File: config.mk
export PLATFORM = sky130hd
export DESIGN_NAME = tcw_front
export DESIGN_NICKNAME = d
export VERILOG_FILES = /design/src/rtl/core/tcw_pkg.sv /design/src/rtl/core/tcw_front.sv
export VERILOG_INCLUDE_DIRS = /design/src /design/src/rtl/core
export SDC_FILE = /design/constraint.sdc
export NUM_CORES = 1
export LEC_CHECK = 0
export BUFFER_PORTS_ARGS = -buffer_cell sky130_fd_sc_hd__clkbuf_2
export CORE_AREA = 2 2 101 79
export CTS_BUF_LIST = sky130_fd_sc_hd__clkbuf_8
export DETAILED_ROUTE_END_ITERATION = 10
export DIE_AREA = 0 0 103 81
export HOLD_SLACK_MARGIN = 0.08
export PLACE_DENSITY_LB_ADDON = 0.2
export SYNTH_ARGS = -nofsm -noshare
export SYNTH_HDL_FRONTEND = slang
export SYNTH_SLANG_ARGS = --single-unit
File: constraint.sdc
create_clock -name clk -period 3.8 [get_ports clk]
set_input_delay 0.19 -clock clk [delete_from_list [all_inputs] [get_ports clk]]
set_output_delay 0.19 -clock clk [all_outputs]
set_load 0.01 [all_outputs]
File: src/rtl/core/text_console_writer_defines.svh
// assertion macros for the text console writer
`ifndef TEXT_CONSOLE_WRITER_DEFINES_SVH
`define TEXT_CONSOLE_WRITER_DEFINES_SVH

// implication checked on every clock edge outside reset
`define TCW_ASSERT_IMP(label, ante, cons) \
  label: assert property (@(posedge clk) disable iff (rst) (ante) |-> (cons)) \
    else $error("implication failed");

// implication whose consequent is checked in the next cycle
`define TCW_ASSERT_NEXT(label, ante, cons) \
  label: assert property (@(posedge clk) disable iff (rst) (ante) |=> (cons)) \
    else $error("next-cycle implication failed");

`endif

File: src/rtl/core/tcw_pkg.sv
// package: sizes, codes and types of the text console writer
`default_nettype none
package tcw_pkg;
  localparam int Cols = 80;
  localparam int Rows = 25;
  localparam int Cells = Cols * Rows;
  localparam int AddrW = $clog2(Cells);
  localparam int ColW = 7;
  localparam int LineW = 5;

  localparam logic [7:0] NewlineCode = 8'd10;
  localparam logic [7:0] ErrorChar = 8'h45;
  localparam logic [7:0] SpaceChar = 8'h20;
  localparam logic [7:0] DefAttrReset = 8'd15;
  localparam logic [7:0] ErrAttrReset = 8'd244;

  localparam int QDepth = 2;

  typedef enum logic [1:0] {
    KIND_PUT   = 2'd0,
    KIND_CLEAR = 2'd1,
    KIND_READ  = 2'd2,
    KIND_NOP   = 2'd3
  } kind_t;

  typedef enum logic [1:0] {
    OP_WRITE,
    OP_CLEAR,
    OP_READ,
    OP_NONE
  } op_t;

  // classified command from front to back
  typedef struct packed {
    op_t              op;
    logic             use_cursor;
    logic             in_range;
    logic [AddrW-1:0] pos;
    logic [ColW-1:0]  col;
    logic [LineW-1:0] row;
    logic [7:0]       char_code;
    logic [7:0]       attr;
  } cmd_t;

  typedef enum logic [2:0] {
    ST_IDLE,
    ST_READ_WAIT,
    ST_CLEAR,
    ST_SCROLL_RD,
    ST_SCROLL_WR,
    ST_SCROLL_ZERO,
    ST_RESULT
  } state_t;

  typedef struct packed {
    logic [ColW-1:0]  cursor_column;
    logic [LineW-1:0] cursor_line;
    logic [7:0]       cell_char;
    logic [7:0]       cell_attr;
    logic             error_flag;
  } result_t;

  localparam logic [0:0] RegDefAttr = 1'b0;
  localparam logic [0:0] RegErrAttr = 1'b1;
endpackage
`default_nettype wire

File: src/rtl/core/tcw_front.sv
// front: accepts items, classifies them and computes target cell addresses
`default_nettype none
module tcw_front (
  input  wire logic              clk,
  input  wire logic              rst,
  input  wire logic              push,
  output      logic              full,
  input  wire logic [1:0]        kind,
  input  wire logic              use_cursor,
  input  wire logic [6:0]        column,
  input  wire logic [4:0]        line,
  input  wire logic [7:0]        char_code,
  input  wire logic [7:0]        attr_in,
  input  wire logic [7:0]        default_attribute,
  input  wire logic [7:0]        error_attribute,
  output      tcw_pkg::cmd_t     cmd,
  output      logic              cmd_valid,
  input  wire logic              cmd_take
);
  import tcw_pkg::*;

  logic [QDepth-1:0] vld;
  cmd_t              q [QDepth];
  cmd_t              c;
  logic              in_range;
  logic [AddrW-1:0]  lin;
  logic              acc;

  always_comb begin
    in_range = (column < ColW'(Cols)) && (line < LineW'(Rows));
    lin = AddrW'(line) * AddrW'(Cols) + AddrW'(column);
    c = '0;
    c.use_cursor = use_cursor;
    c.in_range = in_range;
    c.char_code = char_code;
    c.attr = (attr_in == 8'd0) ? default_attribute : attr_in;
    c.pos = in_range ? lin : '0;
    c.col = in_range ? column : '0;
    c.row = in_range ? line : '0;
    unique case (kind_t'(kind))
      KIND_PUT: begin
        c.op = OP_WRITE;
        if (!use_cursor && !in_range) begin
          c.pos = AddrW'(Cells - 1);
          c.char_code = ErrorChar;
          c.attr = error_attribute;
        end
      end
      KIND_CLEAR: c.op = OP_CLEAR;
      KIND_READ:  c.op = OP_READ;
      default:    c.op = OP_NONE;
    endcase
  end

  assign full = vld[QDepth-1];
  assign acc = push && !full;
  assign cmd_valid = vld[0];
  assign cmd = q[0];

  // two-entry shift queue
  always_ff @(posedge clk) begin
    if (rst) begin
      vld <= '0;
    end else begin
      unique case ({acc, cmd_take})
        2'b10: vld <= {vld[QDepth-2:0], 1'b1};
        2'b01: vld <= {1'b0, vld[QDepth-1:1]};
        default: vld <= vld;
      endcase
    end
  end

  always_ff @(posedge clk) begin
    if (cmd_take) begin
      q[0] <= q[1];
    end
    if (acc) begin
      if (cmd_take) begin
        if (vld[1]) q[1] <= c; else q[0] <= c;
      end else begin
        if (vld[0]) q[1] <= c; else q[0] <= c;
      end
    end
  end

  `include "text_console_writer_defines.svh"

  `TCW_ASSERT_IMP(a_take_valid, cmd_take, cmd_valid)
  `TCW_ASSERT_IMP(a_vld_order, vld[1], vld[0])
  `TCW_ASSERT_NEXT(a_full_stays, full && !cmd_take, full)
endmodule
`default_nettype wire

==> run metrics, run 1 <==
crit path DAT=2550 ps; Overflow after GRT=0; final worst path period share=64.6%; Critical Path Source Type=flop; final setup violation count=0; RSZ-0062 raised after global routing=false; Filler Cell Count=588; Clock Skew=8.07 ps; mux contribution to synthesized area=7.44%; io pins=96; share of cells above drive strength 1=41.5%; Max Cap Viol=0; Setup crit end kind=flop; Tmin final=2460 ps; die width=103 um; largest family of logic cells by synthesized area=simple AND/OR/NAND/NOR gates; Tot Pwr=2.10 mW; reg2reg start=vld[1]$_SDFFE_PP0P_; asr flop ratio synth=0%; relative max-transition margin=53.4%; # nets final=444; Worst-Skew Late Latency=360 ps; remaining antenna violation count=0; Synth Area in Adders=4.19%; Post-Synthesis Cells=278; initial antenna violation count=0; total negative slack=0 ps; Final Cell Area=4750 um^2; PD cells=443 nW/um^2; core area=7500 um^2; post-synthesis simple-gate area fraction=9.63%; DR vias/cell=5.15; Compound-Gate Fraction of Synth Area=7.91%; Detailed Place HPWL=5.22 mm; CP Max Fanout=25; port bufs=95; die height=81 um; Critical Path Sink=q[0][23]$_DFFE_PP_; GRT Util Overall=18.7%; Post-synth EDFFs=86; Required @ worst endpoint=3900 ps; Post-Synth XOR/XNOR Area=1.72%; Max Slew Vio Count=0; setup bufs post-CTS=0; routed wire length=7.46 mm; Placer Congestion=0.815; WL per Instance=15.2 um; Layout Utilization=63.3%; DR vias=2530; vias in the first global route=2367; Syn Area/Cell=14.2 um^2; Net Count, Synth=341; n_diodes=0; Initial Util=52.5%; Peak Freq=407 MHz; Lkg Pwr=1.97 nW; outcome=finished, final reports clean; reg2reg setup slack=1340 ps; CTS tree=done; row cnt=28; Yosys cell types=33; Layout area overhead=20.6%; reg2reg path depth=4; DR iter-0 viols=112; reg2reg end=q[0][23]$_DFFE_PP_; top_reg_cell synth=edfxtp_1; worst vdd ir=276 uV; largest net degree at the start of global routing=26; clock tree sinks=88; Initial DRT Pass Iterations=4; Setup crit start=vld[1]$_SDFFE_PP0P_; die area=8340 um^2; Post-DP Area=4530 um^2; Max Root-Sink Buffers=2; synthesized cell area=3940 um^2; CTS root buffer=clkbuf_8; clk slew on worst S/H paths=90 ps; Worst Tran Pin Value=694 ps; DRC Markers=0; Synth Warn #=0; first-pass GRT wire length=11.6 mm; Seq/Total Area, Yosys=66.6%; TritonCTS Buffers=9; count of state elements after synthesis=88; htree depth=3; Hold WC Path Type=input pin to flop; Setup CP Type=flop to flop; final hold viol count=0
==> layout make-up <==
| cell class | count | area [um^2] | area share [%] |
|---|---|---|---|
| Inverter | 10 | 37.5 | 0.791 |
| Clock buffer | 9 | 124 | 2.61 |
| Clock inverter | 7 | 50.0 | 1.05 |
| Sequential cell | 88 | 2620 | 55.2 |
| Multi-Input combinational cell | 169 | 1240 | 26.1 |
| Timing Repair Buffer | 103 | 546 | 11.5 |
| Tap cell | 105 | 131 | 2.77 |
==> per-stage QoR <==
step	cells	worst slack [ps]	hold WS, ps
after floorplan	278	991	262
after global placement	471	1370	367
after detailed placement	471	1300	371
after CTS	491	1300	119
after global routing	491	1130	134
final	491	1340	134
==> cell usage after synthesis (2+ instances only) <==
library cell | n | area, um^2
a31oi_1 | 13 | 81.3
ha_1 | 10 | 125
o21ai_2 | 4 | 35.0
nor4_2 | 2 | 25.0
inv_1 | 10 | 37.5
xor2_1 | 4 | 35.0
buf_2 | 4 | 20.0
o21ai_0 | 7 | 35.0
nand2_1 | 43 | 161
mux2_2 | 26 | 293
nand2b_1 | 6 | 37.5
and2_1 | 5 | 31.3
clkbuf_1 | 5 | 18.8
buf_6 | 2 | 22.5
nor2_1 | 13 | 48.8
a21oi_1 | 5 | 25.0
edfxtp_1 | 86 | 2580
and3_2 | 7 | 52.6
o21ai_1 | 8 | 40.0
dfxtp_1 | 2 | 40.0
nor3_1 | 2 | 10.0
a21o_1 | 2 | 15.0
fa_1 | 2 | 40.0
==> metal layers <==
metal	GRT usage [%]	wire length, um	vias to the layer above
li1	-	-	1232
met1	25.6	3330	1207
met2	29.0	3600	81
met3	4.82	418	10
met4	7.11	108	0
met5	0	0	-
==> report_power, final <==
group,total (mW),leakage (nW),internal [mW],switching [mW]
sequential,1.19,0.851,1.16,0.0237
combinational,0.346,1.04,0.149,0.197
clock,0.569,0.0866,0.237,0.332
==> sequential cells by signal (all words and copies together), names as in the netlist <==
name  count
q        86
vld       2
==> logic make-up after synthesis <==
group,Yosys count
XOR/XNOR,6
AND/OR/NAND/NOR,80
multiplexers,26
buffers and inverters,21
AO/OA/AOI/OAI,45
flip-flops,88
adder cells (fa/ha/maj),12
==> repair_timing <==
item | in CTS | in global routing
hold buffers | 4 | 0
endpoints found under the hold margin | 5 | 0
resized for setup | 0 | 0
==> how the worst min path moves through the flow <==
stage | slack, ps | cells past startpoint | from | endpoint
after global routing | 130 | 2 | char_code[1] | q[1][9]$_DFFE_PP_
after detailed placement | 370 | 2 | rst | vld[1]$_SDFFE_PP0P_
after global placement | 370 | 2 | rst | vld[1]$_SDFFE_PP0P_
after CTS | 120 | 2 | char_code[1] | q[1][9]$_DFFE_PP_
after floorplan | 260 | 1 | rst | vld[1]$_SDFFE_PP0P_
final | 130 | 2 | char_code[4] | q[1][12]$_DFFE_PP_
==> placed cells by master (no fill, tap or decap), types with 3 or more instances in the layout <==
cell / instances
edfxtp_1: 86
inv_1: 11
o21ai_2: 4
a21oi_1: 4
clkbuf_8: 9
mux2_2: 26
nand2b_1: 6
clkbuf_2: 95
buf_4: 4
xor2_1: 4
clkinv_4: 3
and3_2: 7
nand2_1: 42
dlygate4sd3_1: 4
o21ai_1: 8
a31oi_1: 13
nor2_1: 12
o21ai_0: 7
ha_1: 10
and2_1: 5
==> worst max-delay path: stages, from the launching register on <==
cell      delay [ps]
dfxtp_1          370
nand2b_1         270
nand2b_1         600
nand2_2          550
buf_4            400
(Power assumes the default switching activity.)
==> run 2: changes to the inputs <==
--- a/config.mk
+++ b/config.mk
@@ -7,10 +7,10 @@
 export NUM_CORES = 1
 export LEC_CHECK = 0
 export BUFFER_PORTS_ARGS = -buffer_cell sky130_fd_sc_hd__clkbuf_2
-export CORE_AREA = 2 2 101 79
+export CORE_AREA = 2 2 106 82
 export CTS_BUF_LIST = sky130_fd_sc_hd__clkbuf_8
 export DETAILED_ROUTE_END_ITERATION = 10
-export DIE_AREA = 0 0 103 81
+export DIE_AREA = 0 0 108 84
 export HOLD_SLACK_MARGIN = 0.08
 export PLACE_DENSITY_LB_ADDON = 0.2
 export SYNTH_ARGS = -nofsm -noshare
==> constraint.sdc (replaced) <==
create_clock -name clk -period 2.1 [get_ports clk]
set_input_delay 0.105 -clock clk [delete_from_list [all_inputs] [get_ports clk]]
set_output_delay 0.105 -clock clk [all_outputs]
set_load 0.01 [all_outputs]
==> run 2 against run 1 <==
Net effect: clock-buffer cell count unchanged; routed wire length rose by 0.11%; die area grew 8.7%; via count increased by 0.24%; worst setup slack got worse by 1100 ps; final cell count is 5.5% higher; sequential power rose by 81%; sequential share of layout area decreased by 2.9 points; power up 83%; worst hold slack worse by 39 ps; first-iteration DRC count down 18%; non-clock buffer count rose by 24; largest power group unchanged.
==> run metrics, run 2 (synthesized netlist as in run 1, its figures left out) <==
share of cells above drive strength 1=40.7% (was 41.5%); die height=84 um (was 81 um); relative max-transition margin=57.2% (was 53.4%); Initial Util=48.2% (was 52.5%); Lkg Pwr=2.08 nW (was 1.97 nW); Required @ worst endpoint=2210 ps (was 3900 ps); final hold viol count=0 (unchanged); crit-path cells=dlygate4sd3_1, clkbuf_2, nor3_1, a21boi_4, o21ai_1, mux2_2 (was nand2b_1, nand2b_1, nand2_2, buf_4); vias in the first global route=2590 (was 2367); Seq pwr share=55.8% (was 56.5%); Hold WC Path Type=input pin to flop (unchanged); remaining antenna violation count=0 (unchanged); Clock power frac=26.6% (was 27.1%); largest reg by FF count=q (unchanged); Tot Pwr=3.85 mW (was 2.10 mW); # nets final=468 (was 444); family with the most delay on the worst path=buffers and inverters (was simple AND/OR/NAND/NOR gates); FF+latch area=2620 um^2 (unchanged); Initial DRT Pass Iterations=4 (unchanged); Critical Path Source Type=input pin (was flop); crit path DAT=1960 ps (was 2550 ps); Detailed Place HPWL=5.08 mm (was 5.22 mm); Max stage delay on crit path=540 ps (was 600 ps); CTS tree=done (unchanged); port bufs=95 (unchanged); multi-input logic area=1240 um^2 (unchanged); DR vias/cell=4.90 (was 5.15); n_diodes=0 (unchanged); clock tree sinks=88 (unchanged); CP Max Fanout=16 (was 25); final worst path period share=88.3%; DR iter-0 viols=92 (was 112); worst vdd ir=393 uV (was 276 uV); DRC Markers=0 (unchanged); TritonCTS Buffers=9 (unchanged); Layout area overhead=27.3% (was 20.6%); CP max-delay cell=dlygate4sd3_1 (was nand2b_1); P_sw=1.00 mW (was 0.553 mW); Crit path buffers/inverters=2 (was 1); GRT Util Overall=17.8% (was 18.7%); Min-Delay Startpoint=error_attribute[2] (was char_code[4]); Int Pwr=2.85 mW (was 1.55 mW); Placer Congestion=0.933 (was 0.815); WHS Path Cells=3 (was 2); max FFs per register=86 (unchanged); outcome=finished, final reports clean (unchanged); Setup crit end kind=flop (unchanged); CTS root buffer=clkbuf_8 (unchanged); final setup violation count=0 (unchanged); io pins=96 (unchanged); largest net degree at the start of global routing=44 (was 26); WL per Instance=14.4 um (was 15.2 um); Setup CP Type=input pin to flop (was flop to flop); RSZ-0062 raised after global routing=false (unchanged); Max Cap Viol=0 (unchanged); CTS Hold Buffers Added=21 (was 4); initial antenna violation count=0 (unchanged); routed wire length=7.46 mm (about the same); Overflow after GRT=0 (unchanged); Post-CTS Resized=0 (unchanged); total negative slack=0 ps (unchanged); Hold Slack=95.1 ps (was 134 ps); hold-critical path endpoint=q[1][2]$_DFFE_PP_ (was q[1][12]$_DFFE_PP_); die width=108 um (was 103 um); DR vias=2536 (was 2530); row cnt=29 (was 28); Comb power frac=17.7% (was 16.5%); Max Slew Vio Count=0 (unchanged); core area=8160 um^2 (was 7500 um^2); sw frac=26.0% (was 26.3%); PD cells=768 nW/um^2 (was 443 nW/um^2); Worst Tran Pin Value=636 ps (was 694 ps); most common cell after layout, fill and taps aside=clkbuf_2 (unchanged); Worst-Skew Late Latency=350 ps (was 360 ps); clk slew on worst S/H paths=80 ps (was 90 ps); Max Root-Sink Buffers=2 (unchanged); biggest regs=q x86, vld x2 (unchanged); first-pass GRT wire length=12.3 mm (was 11.6 mm); Clock Skew=9.13 ps (was 8.07 ps); htree depth=3 (unchanged); reg2reg end=q[0][17]$_DFFE_PP_ (was q[0][23]$_DFFE_PP_); reg2reg start=vld[1]$_SDFFE_PP0P_ (unchanged); Tmin final=1850 ps; Peak Freq=539 MHz; Filler Cell Count=668 (was 588); reg2reg setup slack=400 ps (was 1340 ps); die area=9070 um^2 (was 8340 um^2); most frequent cells in the layout=95 x clkbuf_2, 86 x edfxtp_1, 42 x nand2_1 (unchanged); reg2reg path depth=4 (unchanged); setup bufs post-CTS=0 (unchanged)
[run 2: cell count changes in the layout (fill, tap and decap cells not counted), sizes merged]
cell	change
buf	+7
clkinv	-2
clkinvlp	+1
dlygate4sd3	+17
inv	+1
[run 2: worst min-delay path, stage by stage]
cell and delay [ps]:
clkbuf_2 80, nand2_1 40, o21ai_1 90
[run 2: area by class of cell]
class / instances / area share [%]
clock inverters: 7 / 0.974
inverters: 10 / 0.749
flip-flops and latches: 88 / 52.3
repair buffers: 127 / 16.1
multi-input cells: 169 / 24.7
well taps: 108 / 2.70
clock buffers: 9 / 2.47
[run 2: worst max-delay path by stage]
stage                       start                  to  cells after the start
after floorplan           line[1]  q[0][38]$_DFFE_PP_                      8
after global placement    line[1]  q[0][38]$_DFFE_PP_                      9
after detailed placement  line[1]  q[0][38]$_DFFE_PP_                      9
after CTS                 kind[0]   q[0][6]$_DFFE_PP_                      6
after global routing      kind[0]   q[0][0]$_DFFE_PP_                      6
final                     kind[0]   q[0][1]$_DFFE_PP_                      6
[run 2: per-layer routing]
layer | vias up | GRT usage, % | routed length [um]
met5 | - | 0 | 0
met1 | 1179 | 23.7 | 3470
li1 | 1289 | - | -
met4 | 0 | 5.24 | 80
met2 | 62 | 28.5 | 3530
met3 | 6 | 5.07 | 383
[run 2: power by group through the flow]
| stage | logic [mW] | clock network [mW] | registers, mW |
|---|---|---|---|
| 5_1_grt | 0.760 | 1.13 | 2.16 |
| 3_3_place_gp | 0.643 | 0 | 2.19 |
| 2_1_floorplan | 0.325 | 0 | 2.24 |
| 3_5_place_dp | 0.657 | 0 | 2.19 |
| 4_1_cts | 0.692 | 1.06 | 2.15 |
| 6_report | 0.679 | 1.02 | 2.15 |
[run 2: per-stage QoR]
step                      utilization, %  area (um^2)  cells  setup WS (ps)
after floorplan                        -         3950    278            176
after global placement              56.7         4630    481           38.9
after detailed placement            56.7         4630    481          -63.3
after CTS                           61.4         5010    518            196
after global routing                61.4         5010    518           96.2
final                               61.4         5010    518            246
